===== config.mk =====
export PLATFORM = sky130hd
export DESIGN_NAME = direct_sine_transform_top
export DESIGN_NICKNAME = d
export VERILOG_FILES = /design/src/design/dst_pkg.sv /design/src/design/direct_sine_transform_top.sv /design/src/design/dst_front.sv /design/src/design/dst_queue.sv /design/src/design/dst_back.sv /design/src/design/dst_scale.sv
export SDC_FILE = /design/constraint.sdc
export NUM_CORES = 2
export LEC_CHECK = 0
export BUFFER_PORTS_ARGS = -buffer_cell sky130_fd_sc_hd__buf_2
export CAP_MARGIN = 20
export CORE_MARGIN = 10
export CORE_UTILIZATION = 55
export CTS_CLUSTER_DIAMETER = 30
export CTS_CLUSTER_SIZE = 16
export DETAILED_ROUTE_END_ITERATION = 8
export HOLD_SLACK_MARGIN = 0.06
export PLACE_DENSITY = 0.71
export SYNTH_ARGS = -nofsm -noshare
export SYNTH_HDL_FRONTEND = slang
export SYNTH_SLANG_ARGS = --single-unit
export TNS_END_PERCENT = 30

===== constraint.sdc =====
create_clock -name clk -period 8.9 [get_ports clk]
set_input_delay 0.445 -clock clk [delete_from_list [all_inputs] [get_ports clk]]
set_output_delay 0.445 -clock clk [all_outputs]
set_load 0.02 [all_outputs]

===== src/design/dst_pkg.sv =====
// Shared constants, sine-table arithmetic constants and handoff type for the sine transform.
package dst_pkg;

	localparam int LENGTH_DEF = 64;
	localparam int SAMPLE_BITS_DEF = 16;
	localparam int SINE_BITS_DEF = 16;
	localparam int COEF_BITS = 22;

	// Pi and one in Q30, used when the sine table is built.
	localparam logic [63:0] PI_Q30 = 64'd3373259426;
	localparam logic [63:0] ONE_Q30 = 64'd1073741824;

	// Divisors (2i)(2i+1) of the Taylor terms for i = 1..7.
	localparam logic [63:0] TAYLOR_DIV [7] = '{64'd6, 64'd20, 64'd42, 64'd72,
		64'd110, 64'd156, 64'd210};

	// Accumulator handoff from the MAC engine to the scaler.
	typedef struct packed {
		logic valid;
		logic last;
	} hand_t;

endpackage


===== src/design/direct_sine_transform_top.sv =====
// Top level of the Type-I discrete sine transform with a shared MAC engine.
//
// Input words arrive on start/sample/last_sample and are taken at a clock edge where
// start is high and busy is low. A block closes on last_sample or after LENGTH words;
// missing positions of a short block count as zero. Each closed block produces LENGTH
// coefficient words, each shown for one cycle with done high; last_coefficient marks
// the final one. The receiver cannot stall, so results are never held back.
// Samples go into one of two banks, so a new block loads while the previous one is
// being transformed; busy rises only when both banks are taken.
// The MAC pipeline does one MAC per cycle while the scaler takes its sums, and holds
// while a finished sum waits for the scaler. For each coefficient the scaler passes
// through ST_FIN, after ST_MUL and ST_COR in inverse mode, and sets the pace for short
// blocks. inverse_mode must be written through config_write/config_data only while
// the block is idle; the block itself does not enforce it. Reset clears the control
// state and inverse_mode; the sample banks are not cleared and need no clearing pass.
module direct_sine_transform_top #(
	parameter int LENGTH = dst_pkg::LENGTH_DEF,
	parameter int SAMPLE_BITS = dst_pkg::SAMPLE_BITS_DEF,
	parameter int SINE_BITS = dst_pkg::SINE_BITS_DEF
) (
	input  logic                                 clk,
	input  logic                                 arst_n,
	input  logic                                 start,
	output logic                                 busy,
	input  logic signed [SAMPLE_BITS-1:0]        sample,
	input  logic                                 last_sample,
	output logic                                 done,
	output logic signed [dst_pkg::COEF_BITS-1:0] coefficient,
	output logic                                 last_coefficient,
	input  logic                                 config_write,
	input  logic                                 config_data
);

	localparam int AW = (LENGTH > 1) ? $clog2(LENGTH) : 1;
	localparam int CNT_BITS = $clog2(LENGTH + 1);
	localparam int ACC_RAW = SAMPLE_BITS + SINE_BITS + $clog2(LENGTH + 1);
	localparam int ACC_BITS = (ACC_RAW > 64) ? 64 : ACC_RAW;

	logic                   inverse_q;
	logic                   wr_en;
	logic [AW:0]            wr_addr;
	logic [SAMPLE_BITS-1:0] wr_data;
	logic                   push;
	logic [CNT_BITS:0]      job_in;
	logic [CNT_BITS:0]      job_out;
	logic                   pop;
	logic [1:0]             q_count;
	logic                   back_active;
	logic                   ready;
	dst_pkg::hand_t         hand;
	logic [ACC_BITS-1:0]    acc;

	always_ff @(posedge clk or negedge arst_n) begin
		if (!arst_n) begin
			inverse_q <= 1'b0;
		end else if (config_write) begin
			inverse_q <= config_data;
		end
	end

	// Each queued job and the job in the MAC engine each hold one bank.
	assign busy = (3'(q_count) + 3'(back_active)) == 3'd2;

	dst_front #(
		.LENGTH(LENGTH),
		.SAMPLE_BITS(SAMPLE_BITS)
	) u_front (
		.clk(clk),
		.arst_n(arst_n),
		.start(start),
		.busy(busy),
		.sample(sample),
		.last_sample(last_sample),
		.wr_en(wr_en),
		.wr_addr(wr_addr),
		.wr_data(wr_data),
		.push(push),
		.job(job_in)
	);

	dst_queue #(
		.DATA_BITS(CNT_BITS + 1)
	) u_queue (
		.clk(clk),
		.arst_n(arst_n),
		.push(push),
		.din(job_in),
		.pop(pop),
		.dout(job_out),
		.count(q_count)
	);

	dst_back #(
		.LENGTH(LENGTH),
		.SAMPLE_BITS(SAMPLE_BITS),
		.SINE_BITS(SINE_BITS),
		.ACC_BITS(ACC_BITS)
	) u_back (
		.clk(clk),
		.arst_n(arst_n),
		.wr_en(wr_en),
		.wr_addr(wr_addr),
		.wr_data(wr_data),
		.job_valid(q_count != 2'd0),
		.job(job_out),
		.pop(pop),
		.active(back_active),
		.ready(ready),
		.hand(hand),
		.acc(acc)
	);

	dst_scale #(
		.LENGTH(LENGTH),
		.SINE_BITS(SINE_BITS),
		.ACC_BITS(ACC_BITS)
	) u_scale (
		.clk(clk),
		.arst_n(arst_n),
		.inverse(inverse_q),
		.hand(hand),
		.acc(acc),
		.ready(ready),
		.done(done),
		.coefficient(coefficient),
		.last_coefficient(last_coefficient)
	);

	// The scaler returns to idle after each word, so results never come back to back.
	assert property (@(posedge clk) disable iff (!arst_n) done |=> !done)
		else $error("result words on consecutive cycles");

	// An accepted word never finds the job queue full.
	assert property (@(posedge clk) disable iff (!arst_n)
		(start && !busy) |-> (q_count != 2'd2))
		else $error("word accepted while both banks are taken");

	// A finished sum that the scaler cannot take yet holds its value.
	assert property (@(posedge clk) disable iff (!arst_n)
		(hand.valid && !ready) |=> (hand.valid && $stable(acc) && $stable(hand.last)))
		else $error("stalled accumulator handoff changed");

endmodule


===== src/design/dst_front.sv =====
// Input side: takes samples, writes them into the current bank and closes blocks.
module dst_front #(
	parameter int LENGTH = dst_pkg::LENGTH_DEF,
	parameter int SAMPLE_BITS = dst_pkg::SAMPLE_BITS_DEF,
	localparam int AW = (LENGTH > 1) ? $clog2(LENGTH) : 1,
	localparam int CNT_BITS = $clog2(LENGTH + 1)
) (
	input  logic                   clk,
	input  logic                   arst_n,
	input  logic                   start,
	input  logic                   busy,
	input  logic [SAMPLE_BITS-1:0] sample,
	input  logic                   last_sample,
	output logic                   wr_en,
	output logic [AW:0]            wr_addr,
	output logic [SAMPLE_BITS-1:0] wr_data,
	output logic                   push,
	output logic [CNT_BITS:0]      job
);

	logic [AW-1:0] idx_q;
	logic          bank_q;
	logic          accept;
	logic          close;

	assign accept = start & ~busy;
	// A block closes on the flagged sample or when the bank is full.
	assign close = last_sample | (idx_q == AW'(LENGTH - 1));

	assign wr_en = accept;
	assign wr_addr = {bank_q, idx_q};
	assign wr_data = sample;
	assign push = accept & close;
	assign job = {bank_q, CNT_BITS'(idx_q) + CNT_BITS'(1)};

	always_ff @(posedge clk or negedge arst_n) begin
		if (!arst_n) begin
			idx_q <= '0;
			bank_q <= 1'b0;
		end else if (accept) begin
			if (close) begin
				idx_q <= '0;
				bank_q <= ~bank_q;
			end else begin
				idx_q <= idx_q + AW'(1);
			end
		end
	end

endmodule


===== src/design/dst_queue.sv =====
// Two-entry job queue between the input side and the MAC engine.
module dst_queue #(
	parameter int DATA_BITS = 8
) (
	input  logic                 clk,
	input  logic                 arst_n,
	input  logic                 push,
	input  logic [DATA_BITS-1:0] din,
	input  logic                 pop,
	output logic [DATA_BITS-1:0] dout,
	output logic [1:0]           count
);

	logic [DATA_BITS-1:0] slot_q [2];
	logic                 wr_ptr_q;
	logic                 rd_ptr_q;
	logic [1:0]           count_q;

	assign dout = slot_q[rd_ptr_q];
	assign count = count_q;

	always_ff @(posedge clk) begin
		if (push) begin
			slot_q[wr_ptr_q] <= din;
		end
	end

	always_ff @(posedge clk or negedge arst_n) begin
		if (!arst_n) begin
			wr_ptr_q <= 1'b0;
			rd_ptr_q <= 1'b0;
			count_q <= 2'd0;
		end else begin
			if (push) begin
				wr_ptr_q <= ~wr_ptr_q;
			end
			if (pop) begin
				rd_ptr_q <= ~rd_ptr_q;
			end
			case ({push, pop})
				2'b10: count_q <= count_q + 2'd1;
				2'b01: count_q <= count_q - 2'd1;
				default: count_q <= count_q;
			endcase
		end
	end

endmodule


===== src/design/dst_back.sv =====
// MAC engine: sample memory, sine table and one shared multiply-accumulate pipeline.
module dst_back #(
	parameter int LENGTH = dst_pkg::LENGTH_DEF,
	parameter int SAMPLE_BITS = dst_pkg::SAMPLE_BITS_DEF,
	parameter int SINE_BITS = dst_pkg::SINE_BITS_DEF,
	parameter int ACC_BITS = 39,
	localparam int AW = (LENGTH > 1) ? $clog2(LENGTH) : 1,
	localparam int CNT_BITS = $clog2(LENGTH + 1)
) (
	input  logic                   clk,
	input  logic                   arst_n,
	input  logic                   wr_en,
	input  logic [AW:0]            wr_addr,
	input  logic [SAMPLE_BITS-1:0] wr_data,
	input  logic                   job_valid,
	input  logic [CNT_BITS:0]      job,
	output logic                   pop,
	output logic                   active,
	input  logic                   ready,
	output dst_pkg::hand_t         hand,
	output logic [ACC_BITS-1:0]    acc
);

	localparam int P = LENGTH + 1;
	localparam int QN = P / 2 + 1;
	localparam int IDX_BITS = $clog2(QN);
	localparam int M_BITS = $clog2(4 * P);
	localparam int MAG_BITS = SINE_BITS - 1;
	localparam int PROD_BITS = SAMPLE_BITS + SINE_BITS;
	localparam logic [63:0] P64 = 64'(P);
	localparam logic [M_BITS-1:0] MP = M_BITS'(P);
	localparam logic [M_BITS-1:0] M2P = M_BITS'(2 * P);

	// Magnitude of sin(pi*m/P) for m in the first quadrant, Taylor series in Q30.
	function automatic logic [MAG_BITS-1:0] sine_mag(input int unsigned m);
		logic [63:0] theta;
		logic [63:0] term;
		logic [63:0] sum_pos;
		logic [63:0] sum_neg;
		logic [63:0] s;
		theta = (dst_pkg::PI_Q30 * 64'(m) + (P64 >> 1)) / P64;
		term = theta;
		sum_pos = theta;
		sum_neg = 64'd0;
		for (int i = 0; i < 7; i++) begin
			term = (term * theta) >> 30;
			term = (term * theta) >> 30;
			term = term / dst_pkg::TAYLOR_DIV[i];
			if (i[0] == 1'b0) begin
				sum_neg = sum_neg + term;
			end else begin
				sum_pos = sum_pos + term;
			end
		end
		s = (sum_pos > sum_neg) ? sum_pos - sum_neg : 64'd0;
		if (s > dst_pkg::ONE_Q30) begin
			s = dst_pkg::ONE_Q30;
		end
		s = (s + (64'd1 << (30 - SINE_BITS))) >> (31 - SINE_BITS);
		if (s > (64'd1 << MAG_BITS) - 64'd1) begin
			s = (64'd1 << MAG_BITS) - 64'd1;
		end
		return s[MAG_BITS-1:0];
	endfunction

	logic [MAG_BITS-1:0] sine_tab [QN];

	for (genvar g = 0; g < QN; g++) begin : g_tab
		localparam logic [MAG_BITS-1:0] VAL = sine_mag(g);
		assign sine_tab[g] = VAL;
	end

	logic [SAMPLE_BITS-1:0] mem [2 ** (AW + 1)];

	// Issue sequencer state.
	logic                active_q;
	logic                bank_q;
	logic [CNT_BITS-1:0] cnt_q;
	logic [AW-1:0]       n_q;
	logic [AW-1:0]       k_q;
	logic [M_BITS-1:0]   step_q;
	logic [M_BITS-1:0]   m_q;

	logic                en;
	logic                issue;
	logic                last_n;
	logic                last_k;
	logic [M_BITS-1:0]   m_add;
	logic [M_BITS-1:0]   m_next;
	logic                neg;
	logic [M_BITS-1:0]   m1;
	logic [M_BITS-1:0]   m2;

	logic                          valid_s1, valid_s2, valid_s3;
	logic                          first_s1, first_s2, first_s3;
	logic                          last_s1, last_s2, last_s3;
	logic                          lastk_s1, lastk_s2, lastk_s3;
	logic [IDX_BITS-1:0]           idx_s1;
	logic                          neg_s1;
	logic [SAMPLE_BITS-1:0]        rd_s1;
	logic signed [SAMPLE_BITS-1:0] samp_s2;
	logic signed [SINE_BITS-1:0]   sine_s2;
	logic signed [PROD_BITS-1:0]   prod_s3;
	logic [ACC_BITS-1:0]           acc_q;
	logic [ACC_BITS-1:0]           acc_sum;

	assign hand.valid = valid_s3 & last_s3;
	assign hand.last = lastk_s3;
	// The whole pipeline holds while a finished sum waits for the scaler.
	assign en = ~(hand.valid & ~ready);
	assign issue = active_q & en;
	assign pop = ~active_q & job_valid;
	assign active = active_q;

	assign last_n = (CNT_BITS'(n_q) + CNT_BITS'(1)) == cnt_q;
	assign last_k = k_q == AW'(LENGTH - 1);

	// The phase (n+1)(k+1) mod 2P advances by k+1 for each sample.
	assign m_add = m_q + step_q;
	assign m_next = (m_add >= M2P) ? m_add - M2P : m_add;

	// Fold the phase into the first quadrant; the second half turn flips the sign.
	assign neg = m_q >= MP;
	assign m1 = neg ? m_q - MP : m_q;
	assign m2 = ((m1 << 1) > MP) ? MP - m1 : m1;

	always_ff @(posedge clk or negedge arst_n) begin
		if (!arst_n) begin
			active_q <= 1'b0;
			bank_q <= 1'b0;
			cnt_q <= '0;
			n_q <= '0;
			k_q <= '0;
			step_q <= '0;
			m_q <= '0;
		end else if (pop) begin
			active_q <= 1'b1;
			bank_q <= job[CNT_BITS];
			cnt_q <= job[CNT_BITS-1:0];
			n_q <= '0;
			k_q <= '0;
			step_q <= M_BITS'(1);
			m_q <= M_BITS'(1);
		end else if (issue) begin
			if (last_n) begin
				if (last_k) begin
					active_q <= 1'b0;
				end else begin
					k_q <= k_q + AW'(1);
					n_q <= '0;
					step_q <= step_q + M_BITS'(1);
					m_q <= step_q + M_BITS'(1);
				end
			end else begin
				n_q <= n_q + AW'(1);
				m_q <= m_next;
			end
		end
	end

	always_ff @(posedge clk) begin
		if (wr_en) begin
			mem[wr_addr] <= wr_data;
		end
		if (en) begin
			rd_s1 <= mem[{bank_q, n_q}];
		end
	end

	always_ff @(posedge clk or negedge arst_n) begin
		if (!arst_n) begin
			valid_s1 <= 1'b0;
			valid_s2 <= 1'b0;
			valid_s3 <= 1'b0;
		end else if (en) begin
			valid_s1 <= issue;
			valid_s2 <= valid_s1;
			valid_s3 <= valid_s2;
		end
	end

	always_ff @(posedge clk) begin
		if (en) begin
			first_s1 <= n_q == '0;
			last_s1 <= last_n;
			lastk_s1 <= last_k;
			idx_s1 <= m2[IDX_BITS-1:0];
			neg_s1 <= neg;

			first_s2 <= first_s1;
			last_s2 <= last_s1;
			lastk_s2 <= lastk_s1;
			samp_s2 <= rd_s1;
			sine_s2 <= neg_s1 ? -$signed({1'b0, sine_tab[idx_s1]})
				: $signed({1'b0, sine_tab[idx_s1]});

			first_s3 <= first_s2;
			last_s3 <= last_s2;
			lastk_s3 <= lastk_s2;
			prod_s3 <= samp_s2 * sine_s2;

			if (valid_s3 && !last_s3) begin
				acc_q <= acc_sum;
			end
		end
	end

	assign acc_sum = (first_s3 ? '0 : acc_q) + ACC_BITS'(prod_s3);
	assign acc = acc_sum;

endmodule


===== src/design/dst_scale.sv =====
// Scaler: rounds, optionally divides by (LENGTH+1)/2 through a reciprocal product, saturates and emits.
module dst_scale #(
	parameter int LENGTH = dst_pkg::LENGTH_DEF,
	parameter int SINE_BITS = dst_pkg::SINE_BITS_DEF,
	parameter int ACC_BITS = 39
) (
	input  logic                                clk,
	input  logic                                arst_n,
	input  logic                                inverse,
	input  dst_pkg::hand_t                      hand,
	input  logic [ACC_BITS-1:0]                 acc,
	output logic                                ready,
	output logic                                done,
	output logic signed [dst_pkg::COEF_BITS-1:0] coefficient,
	output logic                                last_coefficient
);

	localparam int CB = dst_pkg::COEF_BITS;
	localparam int P = LENGTH + 1;
	localparam int NUM_BITS = (ACC_BITS + 1 > 64) ? 64 : ACC_BITS + 1;
	localparam int SH = SINE_BITS - 1;
	localparam int HI_BITS = NUM_BITS - SH;
	localparam int PRD_BITS = 2 * HI_BITS;
	localparam int R_BITS = $clog2(P);
	localparam int RND_W = R_BITS + SINE_BITS;
	localparam int W = (HI_BITS + 1 > CB + 1) ? HI_BITS + 1 : CB + 1;
	localparam logic [RND_W-1:0] DEN_RND = RND_W'(P) << SH;
	localparam logic [HI_BITS-1:0] P_HI = HI_BITS'(P);
	localparam logic [HI_BITS-1:0] RECIP = HI_BITS'((64'd1 << HI_BITS) / 64'(P));
	localparam logic [W-1:0] LIM_POS = W'((1 << (CB - 1)) - 1);
	localparam logic [W-1:0] LIM_NEG = W'(1 << (CB - 1));

	localparam logic [1:0] ST_IDLE = 2'd0;
	localparam logic [1:0] ST_MUL = 2'd1;
	localparam logic [1:0] ST_COR = 2'd2;
	localparam logic [1:0] ST_FIN = 2'd3;

	logic [1:0]          state_q;
	logic [HI_BITS-1:0]  hi_q;
	logic [HI_BITS-1:0]  q_q;
	logic [SH-1:0]       lo_q;
	logic [R_BITS-1:0]   r_q;
	logic                neg_q;
	logic                last_q;
	logic                inv_q;
	logic                done_q;
	logic [CB-1:0]       coef_q;
	logic                lastc_q;

	logic                load;
	logic [ACC_BITS-1:0] mag;
	logic [NUM_BITS-1:0] num;
	logic [PRD_BITS-1:0] prod;
	logic [HI_BITS-1:0]  qp;
	logic [HI_BITS-1:0]  rem;
	logic                ge;
	logic                rnd;
	logic [W-1:0]        qf;
	logic [W-1:0]        mq;
	logic [CB-1:0]       coef_d;

	assign ready = state_q == ST_IDLE;
	assign load = hand.valid & ready;
	assign mag = acc[ACC_BITS-1] ? ACC_BITS'(0) - acc : acc;
	assign num = inverse ? NUM_BITS'({mag, 1'b0}) : NUM_BITS'(mag);

	// The reciprocal product gives the quotient by P or one less; one compare and
	// subtract on the remainder settles it.
	assign prod = hi_q * RECIP;
	assign qp = q_q * P_HI;
	assign rem = hi_q - qp;
	assign ge = rem >= P_HI;

	// Round half away from zero: the remainder is compared with half the divisor.
	assign rnd = inv_q ? ({r_q, lo_q, 1'b0} >= DEN_RND) : lo_q[SH-1];
	assign qf = W'(hi_q) + W'(rnd);
	assign mq = (qf > LIM_NEG) ? LIM_NEG : qf;
	assign coef_d = neg_q ? CB'(W'(0) - mq) : CB'((qf > LIM_POS) ? LIM_POS : qf);

	always_ff @(posedge clk or negedge arst_n) begin
		if (!arst_n) begin
			state_q <= ST_IDLE;
			done_q <= 1'b0;
		end else begin
			done_q <= state_q == ST_FIN;
			unique case (state_q)
				ST_IDLE: begin
					if (load) begin
						state_q <= inverse ? ST_MUL : ST_FIN;
					end
				end
				ST_MUL: begin
					state_q <= ST_COR;
				end
				ST_COR: begin
					state_q <= ST_FIN;
				end
				ST_FIN: begin
					state_q <= ST_IDLE;
				end
			endcase
		end
	end

	always_ff @(posedge clk) begin
		if (load) begin
			hi_q <= num[NUM_BITS-1:SH];
			lo_q <= num[SH-1:0];
			r_q <= '0;
			neg_q <= acc[ACC_BITS-1];
			last_q <= hand.last;
			inv_q <= inverse;
		end else if (state_q == ST_MUL) begin
			q_q <= prod[PRD_BITS-1:HI_BITS];
		end else if (state_q == ST_COR) begin
			hi_q <= q_q + HI_BITS'(ge);
			r_q <= R_BITS'(ge ? rem - P_HI : rem);
		end
		if (state_q == ST_FIN) begin
			coef_q <= coef_d;
			lastc_q <= last_q;
		end
	end

	assign done = done_q;
	assign coefficient = coef_q;
	assign last_coefficient = lastc_q;

endmodule


==> impl_results.md <==
- Period utilization: 0.881
- Initial Util: 0.554
- WP data arrival: about 8.5 ns
- Synth Flop Type: edfxtp_1
- Final slew viol count: 0
- Total CTS buffers: 423
- Cell mode on critical path: fa_1
- Port bufs: 46
- CTS Sinks: approximately 2.3k
- Longest Clk Path Bufs: 4
- Drt via density: roughly 6
- Post-synth ARST share: 0.0244
- Hpwl dp: ~170000 um
- Clock Skew: between 0.09 and 0.1 ns
- Crit start category: flop
- Wire per inst: between 20 and 30 um
- Cell taking the most area after synthesis: edfxtp_1
- Max Freq: 0.128 GHz
- Clk_lat worst skew: 0.99 ns
- Syn_nets: 7576
- DRT Pass-1 Iters: 5
- First-pass GRT wire length: ~430000 um
- CTS tree: yes
- Met1 usage: 0.346
- Maxcap violations: 0
- RSZ-0062 raised after global routing: no
- Layout cells sized above 1: 0.220
- Sequential Area: roughly 0.07 mm^2
- Min Clock Period, post-route: roughly 7.8 ns
- Post-place instance area: roughly 0.12 mm^2
- Commonest cells in the netlist: 2270 x edfxtp_1, 672 x mux4_2, 633 x inv_1
- Die footprint: around 0.23 mm^2
- Worst path slowest cell: o311ai_0
- Pin count of the biggest net entering global routing: approximately 150
- Vias: ~63k
- Area Growth Syn to Fin: 16.5%
- Syn_area_per_cell: roughly 17 um^2
- Post-CTS Setup Repair Bufs: 0
- EDFF count, synth: 2270
- H-tree depth: 5
- Post-Syn Instances: ~6.8k
- Detailed-route DRC error count: 0
- Area fraction of the dominant cell type after synthesis: 0.600
- Met2 Use GR: 0.410
- Global route hottest layer: met2
- Worst EP required: roughly 9.5 ns
- Initial drt markers: between 6k and 7k
- CP cell instances: inv_1, fa_1, inv_1, ha_1, fa_1, fa_1, inv_1, fa_1, inv_1, fa_1, ha_1, a211oi_1, nor2_1, a2111oi_1, a21oi_1, o21ai_1, o21ai_0, o311ai_0, o21ai_1, o31a_1, a2111oi_0, o21bai_1, xor2_1
- Final hold violation count: 0
- FILL cells: about 14k
- Root Driver: clkbuf_16
- Routed wire length: between 200000 and 300000 um
- Vias in the first global route: 65.5k
- Status: complete, no violations
- Critical path class: flop to flop
- Layout net count: 7980
- Max FO, Critical Path: 6
- Least-Margin Pin Slew: around 1.2 ns
- Count leader, synth: edfxtp_1
- Io pins: 47
- Setup TNS: 0 ns
- Final setup vio count: 0
- Chip width: roughly 470 um
- Hold slack final: ~0.18 ns
- Synth area leaders: edfxtp_1 60%, mux4_2 13%, fa_1 7.5%
- Post-route ant nets: 0
- Delay-heaviest family, CP: compound AO/OA/AOI/OAI gates
- Register area share after synthesis: 0.614
- Slew margin rel.: 0.178
- FF+latch count, synth: around 2.3k
- Std-Cell Rows: 166
- Final RePlAce weighted congestion: about 0.87
- Initial antenna violation count: 5
- Area of the mapped netlist: between 0.1 and 0.15 mm^2
- Worst path max stage delay: 0.72 ns
- Global Route Usage Sum: 0.253
- Die height: ~470 um
- Clock slew seen by the registers of the worst setup and hold paths: approximately 0.040 ns
- CP endpoint kind: flop
- Met3 Use GR: 0.0537
- Yosys cell types: approximately 100
- Placeable core area: about 0.20 mm^2
- Final global-route overflow total: 0
- Multi-input gate area: approximately 0.040 mm^2
- Number of synthesis warnings: 0
- HP Class: primary input to async pin
- Final instance area: 0.132 mm^2
- Buf/Inv on CP: 4
final cells by class:
type	instances	area share
Tap cell	2688	0.0254
Inverter	635	0.0180
Multi-Input combinational cell	3515	0.306
Clock inverter	291	0.0249
Antenna cell	4	0.0000756
Sequential cell	2334	0.527
Clock buffer	475	0.0824
Timing Repair Buffer	253	0.0161
cells by family after synthesis:
| family | synth area share |
|---|---|
| AOI/OAI and AO/OA | 0.0350 |
| xor gates and xnor gates | 0.0181 |
| adders and majority gates | 0.116 |
| buffers and inverters | 0.0303 |
| DFF | 0.614 |
| muxes | 0.138 |
| and+or+nand+nor | 0.0487 |
layer usage:
| metal | routed length [um] | up-vias | part of all wire |
|---|---|---|---|
| li1 | - | 26600 | - |
| met1 | 110000 | 32500 | 0.39 |
| met2 | 139000 | 3117 | 0.49 |
| met3 | 25400 | 531 | 0.089 |
| met4 | 9210 | 0 | 0.032 |
| met5 | 0 | - | 0 |
layout by cell type (no fill, tap or decap), types with 52 or more instances in the layout:
cell type     n
a21o_1       58
a21oi_1     174
and2_1      124
buf_4       187
bufinv_16    60
clkbuf_16   426
clkinv_1     57
clkinv_2     64
dfrtp_1      52
edfxtp_1   2270
fa_1        427
ha_1        369
inv_1       632
mux4_2      672
nand2_1     341
nand3_1      84
nor2_1      302
nor2b_1      63
nor3_1       57
o21ai_0     130
xnor2_1     152
xor2_1       80
path summary, 6_finish.rpt:
path	from	to	slack (ns)	cells after the start
setup / recovery	u_scale.hi_q[2]$_DFFE_PP_	u_scale.q_q[15]$_DFFE_PP_	1.06	23
hold / removal	arst_n	inverse_q$_DFFE_PN0P_	0.18	3
setup reg to reg	u_scale.hi_q[2]$_DFFE_PP_	u_scale.q_q[15]$_DFFE_PP_	1.06	23
hold reg to reg	u_back.rd_s1[15]$_DFFE_PN_	u_back.samp_s2[15]$_DFFE_PN_	0.42	0
max in group asynchronous	arst_n	u_back.n_q[0]$_DFFE_PN0P_	7.91	3
min in group clk	config_data	inverse_q$_DFFE_PN0P_	0.29	4
metrics by stage:
stage,cells,util,setup slack (ns)
after detailed placement,9394,0.574,1.04
after global placement,9394,0.574,0.995
final,10200,0.645,1.06
after floorplan,6758,-,2.16
after CTS,10200,0.644,0.935
after global routing,10200,0.645,0.463
worst register-to-register path, delay by kind of cell (launching register included):
family / cells / cell delay [ns]
compound gates: 10 / 3.29
fa+ha+maj: 7 / 3.12
flops: 1 / 0.49
buf+inv: 4 / 0.42
xor+xnor: 1 / 0.16
simple gates: 1 / 0.08
timing repair:
item | 4_1_cts | 5_1_grt
hold endpoints to repair | 548 | 0
resized for setup | 0 | 0
hold buffers | 21 | 0
flip-flops by register name, indices dropped and copies added (netlist names), 7 cells and up:
register / cells
u_back.cnt_q: 7
u_scale.hi_q: 25
u_scale.coefficient: 22
u_back.samp_s2: 16
u_scale.q_q: 19
u_back.acc_q: 39
u_back.prod_s3: 32
u_queue.slot_q: 16
u_back.mem: 2048
u_scale.r_q: 7
u_back.step_q: 9
u_back.m_q: 9
u_back.rd_s1: 16
u_back.sine_s2: 16
Power is left out: the tool's default activity adds up to more than one toggle a clock period on the data nets, which glitch-free logic cannot reach.
